$ cat config.mk
export PLATFORM = sky130hd
export DESIGN_NAME = multi_slot_software_timer_top
export DESIGN_NICKNAME = d
export VERILOG_FILES = /design/src/rtl/msst_pkg.sv /design/src/rtl/multi_slot_software_timer_top.sv /design/src/rtl/msst_ram.sv /design/src/rtl/msst_evq.sv
export SDC_FILE = /design/constraint.sdc
export NUM_CORES = 1
export LEC_CHECK = 0
export ABC_AREA = 1
export BUFFER_PORTS_ARGS = -buffer_cell sky130_fd_sc_hd__buf_2
export CORE_ASPECT_RATIO = 0.8
export CORE_UTILIZATION = 34
export CTS_BUF_LIST = sky130_fd_sc_hd__clkbuf_8
export CTS_CLUSTER_DIAMETER = 80
export CTS_CLUSTER_SIZE = 12
export DETAILED_ROUTE_END_ITERATION = 8
export HOLD_SLACK_MARGIN = 0.15
export SYNTH_ARGS = -nofsm -noshare
export SYNTH_HDL_FRONTEND = slang
export SYNTH_HIERARCHICAL = 1
export SYNTH_SLANG_ARGS = --single-unit
$ cat constraint.sdc
create_clock -name aclk -period 6.3 [get_ports aclk]
set_clock_uncertainty 0.15 [all_clocks]
set_input_delay 0.63 -clock aclk [delete_from_list [all_inputs] [get_ports aclk]]
set_output_delay 0.63 -clock aclk [all_outputs]
set_load 0.005 [all_outputs]
$ cat src/rtl/msst_pkg.sv
package msst_pkg;

    localparam int SLOTS_DEF = 8;
    localparam int COUNT_WIDTH_DEF = 16;
    localparam int MAX_RESULTS = 8;
    localparam int REP_WIDTH = 16;
    localparam int ID_WIDTH = 8;

    localparam logic [1:0] CMD_SET = 2'd0;
    localparam logic [1:0] CMD_DELETE = 2'd1;
    localparam logic [1:0] CMD_TICK = 2'd2;

    localparam logic [1:0] KIND_FIRE = 2'd0;
    localparam logic [1:0] KIND_END = 2'd1;
    localparam logic [1:0] KIND_NOTFOUND = 2'd2;
    localparam logic [1:0] KIND_FULL = 2'd3;

    localparam logic [REP_WIDTH-1:0] REP_FOREVER = '1;

    typedef struct packed {
        logic                push;
        logic                flush;
        logic [1:0]          kind;
        logic [ID_WIDTH-1:0] id;
    } ev_req_t;

    typedef struct packed {
        logic ready;
        logic pend_valid;
    } ev_stat_t;

endpackage

$ cat src/rtl/multi_slot_software_timer_top.sv
// timer table with SLOTS slots keyed by an 8-bit timer id
// input word: s_tuser carries the command (set, delete, tick), s_tdata the
// timer id, reload period and repeat count; one word is taken at a time
// output word: m_tuser carries the event kind, m_tdata the timer id, m_tlast
// marks the final event caused by an input word; a tick gives up to eight
// events, set and delete at most one
// an accepted word scans the slot memory one slot per cycle through its single
// read port, unless the output side stalls; a tick then flushes its events, and
// a set or delete first writes or frees its slot and posts its event, before s_tready returns
// the first event of a word reaches m_tvalid once a later event or the flush at
// the end of the word pushes it on; events are held one deep plus one output register
// a stalled receiver holds m_tvalid and its word; the scan then waits on the
// slot that has the next event to report, and resumes when m_tready rises
// reset (aresetn low at a clock edge) frees all slots and drops pending events;
// slot contents need no clearing since only slots marked valid are read
module multi_slot_software_timer_top #(
    parameter int SLOTS = msst_pkg::SLOTS_DEF,
    parameter int COUNT_WIDTH = msst_pkg::COUNT_WIDTH_DEF
) (
    input  logic        aclk,
    input  logic        aresetn,
    input  logic        s_tvalid,
    output logic        s_tready,
    input  logic [39:0] s_tdata,   // timer_id, reload_ticks, repeat_count
    input  logic [1:0]  s_tuser,   // command
    output logic        m_tvalid,
    input  logic        m_tready,
    output logic [7:0]  m_tdata,   // event_timer_id
    output logic [1:0]  m_tuser,   // event_kind
    output logic        m_tlast    // last_event
);

    import msst_pkg::*;

    localparam int IW = (SLOTS > 1) ? $clog2(SLOTS) : 1;
    localparam int CW = COUNT_WIDTH;
    localparam int EW = ID_WIDTH + 2 * CW + REP_WIDTH;
    localparam int EVW = $clog2(MAX_RESULTS + 1);
    localparam logic [IW-1:0] LAST_IDX = IW'(SLOTS - 1);

    localparam logic [1:0] ST_IDLE = 2'd0;
    localparam logic [1:0] ST_SCAN = 2'd1;
    localparam logic [1:0] ST_FIN = 2'd2;
    localparam logic [1:0] ST_FLUSH = 2'd3;

    logic [1:0]           state_reg, state_next;
    logic [IW-1:0]        idx_reg, idx_next;
    logic [EVW-1:0]       evcnt_reg, evcnt_next;
    logic [SLOTS-1:0]     valid_reg, valid_next;
    logic                 found_reg, found_next;
    logic [IW-1:0]        match_reg, match_next;
    logic [1:0]           cmd_reg;
    logic [ID_WIDTH-1:0]  id_reg;
    logic [CW-1:0]        reload_reg;
    logic [REP_WIDTH-1:0] rep_reg;

    logic                 accept;
    logic                 ram_we, ram_re;
    logic [IW-1:0]        ram_waddr, ram_raddr;
    logic [EW-1:0]        ram_wdata, ram_rdata;

    logic [ID_WIDTH-1:0]  e_id;
    logic [CW-1:0]        e_rel, e_cur;
    logic [REP_WIDTH-1:0] e_rep;

    logic                 free_any;
    logic [IW-1:0]        free_idx;
    ev_req_t              ev_req;
    ev_stat_t             ev_stat;

    assign accept = s_tvalid && s_tready;
    assign s_tready = (state_reg == ST_IDLE);
    assign {e_rep, e_cur, e_rel, e_id} = ram_rdata;

    always_comb begin
        free_any = 1'b0;
        free_idx = '0;
        for (int i = SLOTS - 1; i >= 0; i--) begin
            if (!valid_reg[i]) begin
                free_any = 1'b1;
                free_idx = IW'(i);
            end
        end
    end

    always_comb begin
        logic stall;
        logic ev_want;
        logic [1:0] ev_kind;
        logic [CW-1:0] n_cur;
        logic [REP_WIDTH-1:0] n_rep;

        state_next = state_reg;
        idx_next = idx_reg;
        evcnt_next = evcnt_reg;
        valid_next = valid_reg;
        found_next = found_reg;
        match_next = match_reg;
        ram_we = 1'b0;
        ram_re = 1'b0;
        ram_waddr = idx_reg;
        ram_raddr = IW'(idx_reg + IW'(1));
        ram_wdata = ram_rdata;
        ev_req = '0;
        stall = 1'b0;
        ev_want = 1'b0;
        ev_kind = KIND_FIRE;
        n_cur = e_cur;
        n_rep = e_rep;

        unique case (state_reg)
            ST_IDLE: begin
                if (accept) begin
                    idx_next = '0;
                    evcnt_next = '0;
                    found_next = 1'b0;
                    ram_raddr = '0;
                    if (s_tuser == CMD_SET || s_tuser == CMD_DELETE
                        || s_tuser == CMD_TICK) begin
                        ram_re = 1'b1;
                        state_next = ST_SCAN;
                    end else begin
                        state_next = ST_FLUSH;
                    end
                end
            end
            ST_SCAN: begin
                if (cmd_reg == CMD_TICK) begin
                    if (valid_reg[idx_reg]) begin
                        if (e_cur != '0) begin
                            n_cur = CW'(e_cur - CW'(1));
                        end else begin
                            n_cur = e_rel;
                            ev_want = 1'b1;
                            if (!e_rep[REP_WIDTH-1] && e_rep != '0) begin
                                n_rep = REP_WIDTH'(e_rep - REP_WIDTH'(1));
                            end else if (e_rep == REP_FOREVER) begin
                                n_rep = e_rep;
                            end else begin
                                ev_kind = KIND_END;
                            end
                        end
                        ev_req.kind = ev_kind;
                        ev_req.id = e_id;
                        ev_req.push = ev_want && (evcnt_reg < EVW'(MAX_RESULTS));
                        stall = ev_req.push && !ev_stat.ready;
                        if (!stall) begin
                            ram_we = 1'b1;
                            ram_wdata = {n_rep, n_cur, e_rel, e_id};
                            if (ev_want && ev_kind == KIND_END) begin
                                valid_next[idx_reg] = 1'b0;
                            end
                            if (ev_req.push) begin
                                evcnt_next = EVW'(evcnt_reg + EVW'(1));
                            end
                        end
                    end
                end else if (valid_reg[idx_reg] && e_id == id_reg) begin
                    found_next = 1'b1;
                    match_next = idx_reg;
                end
                if (!stall) begin
                    if (idx_reg == LAST_IDX) begin
                        state_next = (cmd_reg == CMD_TICK) ? ST_FLUSH : ST_FIN;
                    end else begin
                        idx_next = IW'(idx_reg + IW'(1));
                        ram_re = 1'b1;
                    end
                end
            end
            ST_FIN: begin
                ev_req.id = id_reg;
                if (cmd_reg == CMD_SET) begin
                    ram_waddr = found_reg ? match_reg : free_idx;
                    ram_wdata = {rep_reg, reload_reg, reload_reg, id_reg};
                    if (found_reg || free_any) begin
                        ram_we = 1'b1;
                        valid_next[ram_waddr] = 1'b1;
                    end else begin
                        ev_req.push = 1'b1;
                        ev_req.kind = KIND_FULL;
                    end
                end else begin
                    ev_req.push = 1'b1;
                    if (found_reg) begin
                        valid_next[match_reg] = 1'b0;
                        ev_req.kind = KIND_END;
                    end else begin
                        ev_req.kind = KIND_NOTFOUND;
                    end
                end
                state_next = ST_FLUSH;
            end
            ST_FLUSH: begin
                ev_req.flush = 1'b1;
                if (ev_stat.ready) begin
                    state_next = ST_IDLE;
                end
            end
            default: begin
                state_next = ST_IDLE;
            end
        endcase
    end

    always_ff @(posedge aclk) begin
        if (!aresetn) begin
            state_reg <= ST_IDLE;
            valid_reg <= '0;
            evcnt_reg <= '0;
            found_reg <= 1'b0;
        end else begin
            state_reg <= state_next;
            valid_reg <= valid_next;
            evcnt_reg <= evcnt_next;
            found_reg <= found_next;
        end
        idx_reg <= idx_next;
        match_reg <= match_next;
        if (accept) begin
            cmd_reg <= s_tuser;
            id_reg <= s_tdata[7:0];
            reload_reg <= CW'(s_tdata[23:8]);
            rep_reg <= s_tdata[39:24];
        end
    end

    msst_ram #(
        .WIDTH(EW),
        .DEPTH(SLOTS),
        .AW   (IW)
    ) u_slot_ram (
        .aclk (aclk),
        .we   (ram_we),
        .waddr(ram_waddr),
        .wdata(ram_wdata),
        .re   (ram_re),
        .raddr(ram_raddr),
        .rdata(ram_rdata)
    );

    msst_evq u_evq (
        .aclk    (aclk),
        .aresetn (aresetn),
        .req     (ev_req),
        .stat    (ev_stat),
        .m_tvalid(m_tvalid),
        .m_tready(m_tready),
        .m_tdata (m_tdata),
        .m_tuser (m_tuser),
        .m_tlast (m_tlast)
    );

    a_idle_no_pending: assert property (@(posedge aclk) disable iff (!aresetn)
        (state_reg == ST_IDLE) |-> !ev_stat.pend_valid)
        else $error("event left pending after word completed");

    a_evcnt_bound: assert property (@(posedge aclk) disable iff (!aresetn)
        evcnt_reg <= EVW'(MAX_RESULTS))
        else $error("event count beyond limit");

    a_write_state: assert property (@(posedge aclk) disable iff (!aresetn)
        ram_we |-> (state_reg == ST_SCAN || state_reg == ST_FIN))
        else $error("slot write outside scan or finish");

    a_push_ready: assert property (@(posedge aclk) disable iff (!aresetn)
        (ev_req.push && state_reg == ST_FIN) |-> ev_stat.ready)
        else $error("set or delete event blocked");

endmodule

$ cat src/rtl/msst_ram.sv
module msst_ram #(
    parameter int WIDTH = 8,
    parameter int DEPTH = 8,
    parameter int AW = (DEPTH > 1) ? $clog2(DEPTH) : 1
) (
    input  logic             aclk,
    input  logic             we,
    input  logic [AW-1:0]    waddr,
    input  logic [WIDTH-1:0] wdata,
    input  logic             re,
    input  logic [AW-1:0]    raddr,
    output logic [WIDTH-1:0] rdata
);

    logic [WIDTH-1:0] mem [DEPTH];
    logic [WIDTH-1:0] rdata_reg;

    always_ff @(posedge aclk) begin
        if (we) begin
            mem[waddr] <= wdata;
        end
        if (re) begin
            rdata_reg <= mem[raddr];
        end
    end

    assign rdata = rdata_reg;

endmodule

$ cat src/rtl/msst_evq.sv
module msst_evq (
    input  logic               aclk,
    input  logic               aresetn,
    input  msst_pkg::ev_req_t  req,
    output msst_pkg::ev_stat_t stat,
    output logic               m_tvalid,
    input  logic               m_tready,
    output logic [7:0]         m_tdata,  // event_timer_id
    output logic [1:0]         m_tuser,  // event_kind
    output logic               m_tlast   // last_event
);

    import msst_pkg::*;

    logic                pend_valid_reg, pend_valid_next;
    logic [1:0]          pend_kind_reg, pend_kind_next;
    logic [ID_WIDTH-1:0] pend_id_reg, pend_id_next;
    logic                out_valid_reg, out_valid_next;
    logic [1:0]          out_kind_reg, out_kind_next;
    logic [ID_WIDTH-1:0] out_id_reg, out_id_next;
    logic                out_last_reg, out_last_next;
    logic                out_free;
    logic                ready;

    assign out_free = !out_valid_reg || m_tready;
    assign ready = !pend_valid_reg || out_free;

    always_comb begin
        pend_valid_next = pend_valid_reg;
        pend_kind_next = pend_kind_reg;
        pend_id_next = pend_id_reg;
        out_valid_next = out_valid_reg && !m_tready;
        out_kind_next = out_kind_reg;
        out_id_next = out_id_reg;
        out_last_next = out_last_reg;
        if (ready && (req.push || req.flush)) begin
            if (pend_valid_reg) begin
                out_valid_next = 1'b1;
                out_kind_next = pend_kind_reg;
                out_id_next = pend_id_reg;
                out_last_next = req.flush;
            end
            if (req.push) begin
                pend_valid_next = 1'b1;
                pend_kind_next = req.kind;
                pend_id_next = req.id;
            end else begin
                pend_valid_next = 1'b0;
            end
        end
    end

    always_ff @(posedge aclk) begin
        if (!aresetn) begin
            pend_valid_reg <= 1'b0;
            out_valid_reg <= 1'b0;
        end else begin
            pend_valid_reg <= pend_valid_next;
            out_valid_reg <= out_valid_next;
        end
        pend_kind_reg <= pend_kind_next;
        pend_id_reg <= pend_id_next;
        out_kind_reg <= out_kind_next;
        out_id_reg <= out_id_next;
        out_last_reg <= out_last_next;
    end

    assign stat.ready = ready;
    assign stat.pend_valid = pend_valid_reg;
    assign m_tvalid = out_valid_reg;
    assign m_tdata = out_id_reg;
    assign m_tuser = out_kind_reg;
    assign m_tlast = out_last_reg;

endmodule

==> metrics.log <==
[metrics] fraction of layout cells with a size suffix above 1: 6.46%
[metrics] combined flip-flop and latch cell area: 17500 um^2
[metrics] DRC violations left: 0
[metrics] placeable core region: 81100 um^2
[metrics] residual antenna-violating net count after detailed routing: 0
[metrics] crit path launch type: register
[metrics] cell mode on critical path: sky130_fd_sc_hd__nand2_1
[metrics] critical path's slowest cell: sky130_fd_sc_hd__nor2_4
[metrics] share of the clock period used by the worst path after layout: 62.9%
[metrics] routed len/inst: 17.2 um
[metrics] largest stage delay on the critical path: 0.72 ns
[metrics] post-route minimum period: 3.96 ns
[metrics] count of final setup violators: 0
[metrics] Core Rows: 93
[metrics] TritonCTS clock tree: built
[metrics] Slew Limit Fails: 0
[metrics] Detailed Routing Iterations Pass 1: 6
[metrics] power per cell area: 467 nW/um^2
[metrics] vias in the first global route: 18258
[metrics] clock buffer count from CTS: 55
[metrics] accumulated negative setup slack: 0 ns
[metrics] per-instance average area after synthesis: 9.37 um^2
[metrics] number of cells after detailed placement: 4051
[metrics] number of port buffers: 58
[metrics] routed wire length: 72100 um
[metrics] DRC marker count from the first detailed-route iteration: 1939
[metrics] total I/O pin count: 59
[metrics] first-pass GRT wire length: 111000 um
[metrics] MaxCap Viol Count: 0
[metrics] CTS root buffer: sky130_fd_sc_hd__clkbuf_8
[metrics] post-synthesis instance area: 28100 um^2
[metrics] unrepaired setup endpoints after global routing: no
[metrics] highest clock frequency the design can meet: 0.252 GHz
[metrics] drt via density: 4.72
[metrics] number of flip-flops in the largest register: 448
[metrics] layout filler cell count: 8083
[metrics] type of the most critical hold path: reg -> reg
[metrics] H-tree lvl count: 2
[metrics] critical path capture point type: register
[metrics] Worst Path Required: 6.50 ns
[metrics] clk sinks: 590
[metrics] CP max FO: 18
[metrics] antenna violations before repair: 0
[metrics] overall track demand over capacity in global routing: 17.2%
[metrics] Setup Crit Path Kind: reg -> reg
[metrics] clock power share: 14.8%
[metrics] floorplan die area: 83700 um^2
[metrics] worst slew margin relative to its limit: 27.2%
[metrics] Nets: 3118
[metrics] initial core utilization: 34.6%
[metrics] DIE HEIGHT: 259 um
[metrics] logic gate share of total power: 42.1%
[metrics] Least-Margin Pin Slew: 1.08 ns
[metrics] Post-Layout Cell Count: 4186
[metrics] largest net degree at the start of global routing: 125
[metrics] flop-to-flop setup slack: 2.34 ns
[metrics] power spent charging and discharging nets: 6.23 mW
[metrics] area of combinational cells with multiple inputs: 7690 um^2
[metrics] Worst-Skew Late Latency: 0.69 ns
[metrics] sequential share of power: 43.1%
[metrics] global route total overflow: 0
[metrics] syn nets: 3052
[metrics] Internal Pwr Total: 8.15 mW
[metrics] number of vias after detailed routing: 19739
[metrics] share of total power consumed by net switching: 43.3%
[metrics] CP cell instances: inv_1 -> ha_1 -> clkinv_1 -> nor2_2 -> nand2_1 -> o21ai_0 -> nand2_1 -> nor2_4 -> buf_4
[metrics] die boundary width: 323 um
[metrics] register clock-pin slew on the reported worst setup and hold paths: 0.09 ns
[metrics] RePlAce Congestion: 0.949
[metrics] WP data arrival: 4.16 ns
[metrics] number of instances in the synthesized netlist: 2994
[metrics] antenna fix cells: 0
[metrics] VDD IR max: 0.607 mV
[metrics] Lkg Pwr: 13.3 nW
[metrics] total of warnings raised by yosys: 6
[metrics] status: finished, final reports clean
[metrics] Detail Placement HPWL: 42400 um
[metrics] number of buffers on the longest clock path: 3
[metrics] Hold Fails Final Rpt: 0
[metrics] Area Overhead vs Synth: 9.65%
-- worst max-delay path, delay by kind of cell (launching register included) --
kind / cells / cell delay (ns)
AOI/OAI and AO/OA: 1 / 0.14
adders and majority gates: 1 / 0.57
buffers and inverters: 3 / 0.69
DFF: 1 / 0.36
and+or+nand+nor: 4 / 1.73
-- power by group through the flow --
stage / clock network [mW] / logic, mW / registers (mW)
6_report: 2.13 / 6.05 / 6.19
5_1_grt: 2.34 / 6.78 / 6.24
4_1_cts: 2.21 / 6.05 / 6.19
3_5_place_dp: 0 / 6.01 / 6.26
3_3_place_gp: 0 / 5.96 / 6.27
2_1_floorplan: 0 / 4.34 / 6.06
-- metrics by stage --
stage / util (%) / setup WS (ns) / power, mW / hold slack, ns / area (um^2)
2_1_floorplan: - / 1.63 / 10.4 / 0.250 / 28100
3_3_place_gp: 36.3 / 2.45 / 12.2 / 0.255 / 29400
3_5_place_dp: 36.3 / 2.38 / 12.3 / 0.259 / 29400
4_1_cts: 37.9 / 2.37 / 14.4 / 0.278 / 30800
5_1_grt: 37.9 / 2.06 / 15.4 / 0.287 / 30800
6_report: 37.9 / 2.34 / 14.4 / 0.276 / 30800
-- cell usage in the layout (no fill, tap or decap), types with 3 or more instances in the layout --
| master | count |
|---|---|
| sky130_fd_sc_hd__nor3_1 | 18 |
| sky130_fd_sc_hd__nand4_1 | 27 |
| sky130_fd_sc_hd__buf_2 | 58 |
| sky130_fd_sc_hd__xnor2_1 | 4 |
| sky130_fd_sc_hd__buf_12 | 4 |
| sky130_fd_sc_hd__ha_1 | 10 |
| sky130_fd_sc_hd__dlygate4sd3_1 | 44 |
| sky130_fd_sc_hd__nand3b_1 | 3 |
| sky130_fd_sc_hd__nor2_1 | 138 |
| sky130_fd_sc_hd__inv_1 | 604 |
| sky130_fd_sc_hd__clkbuf_8 | 57 |
| sky130_fd_sc_hd__dfxtp_1 | 17 |
| sky130_fd_sc_hd__clkinv_1 | 3 |
| sky130_fd_sc_hd__edfxtp_1 | 573 |
| sky130_fd_sc_hd__nor2_4 | 14 |
| sky130_fd_sc_hd__nand2_4 | 3 |
| sky130_fd_sc_hd__xor2_1 | 10 |
| sky130_fd_sc_hd__nand2_2 | 5 |
| sky130_fd_sc_hd__o211ai_1 | 5 |
| sky130_fd_sc_hd__a22oi_1 | 3 |
| sky130_fd_sc_hd__a21oi_2 | 3 |
| sky130_fd_sc_hd__inv_2 | 4 |
| sky130_fd_sc_hd__buf_4 | 32 |
| sky130_fd_sc_hd__nor2_2 | 7 |
| sky130_fd_sc_hd__o22ai_1 | 12 |
| sky130_fd_sc_hd__nand2_1 | 930 |
| sky130_fd_sc_hd__a21boi_0 | 4 |
| sky130_fd_sc_hd__o31ai_1 | 14 |
| sky130_fd_sc_hd__a21oi_1 | 49 |
| sky130_fd_sc_hd__o21ai_0 | 92 |
| sky130_fd_sc_hd__nand3_1 | 304 |
| sky130_fd_sc_hd__a31oi_1 | 6 |
| sky130_fd_sc_hd__a221oi_1 | 16 |
-- layout make-up --
| type | count | share of cell area [%] |
|---|---|---|
| tap | 1092 | 4.44 |
| sequential | 590 | 57.0 |
| timing repair buffer | 138 | 3.42 |
| clock buffer | 57 | 2.55 |
| inverter | 580 | 7.10 |
| clock inverter | 34 | 0.439 |
| multi-input combinational | 1695 | 25.0 |
-- what timing repair did --
| action | in CTS | in global routing |
|---|---|---|
| hold buffers | 44 | 0 |
| setup buffers | 0 | 0 |
| hold endpoints to repair | 52 | 0 |
| resized for setup | 0 | 0 |
-- path summary, 6_finish.rpt --
| path | cells after the start | startpoint | to |
|---|---|---|---|
| worst min-delay path | 0 | u_evq/pend_id_reg[2] | u_evq/m_tdata[2] |
| worst max-delay path | 9 | state_reg[0] | u_slot_ram/mem[5][8] |
| worst min register to register | 0 | u_evq/pend_id_reg[2] | u_evq/m_tdata[2] |
| worst max register to register | 9 | state_reg[0] | u_slot_ram/mem[5][8] |
-- routing by layer --
layer | track usage (%) | wire length, um
met5 | 0 | 0
met4 | 4.04 | 1270
met3 | 2.80 | 5210
met2 | 26.0 | 31500
met1 | 25.8 | 34100
(Power assumes the default switching activity.)
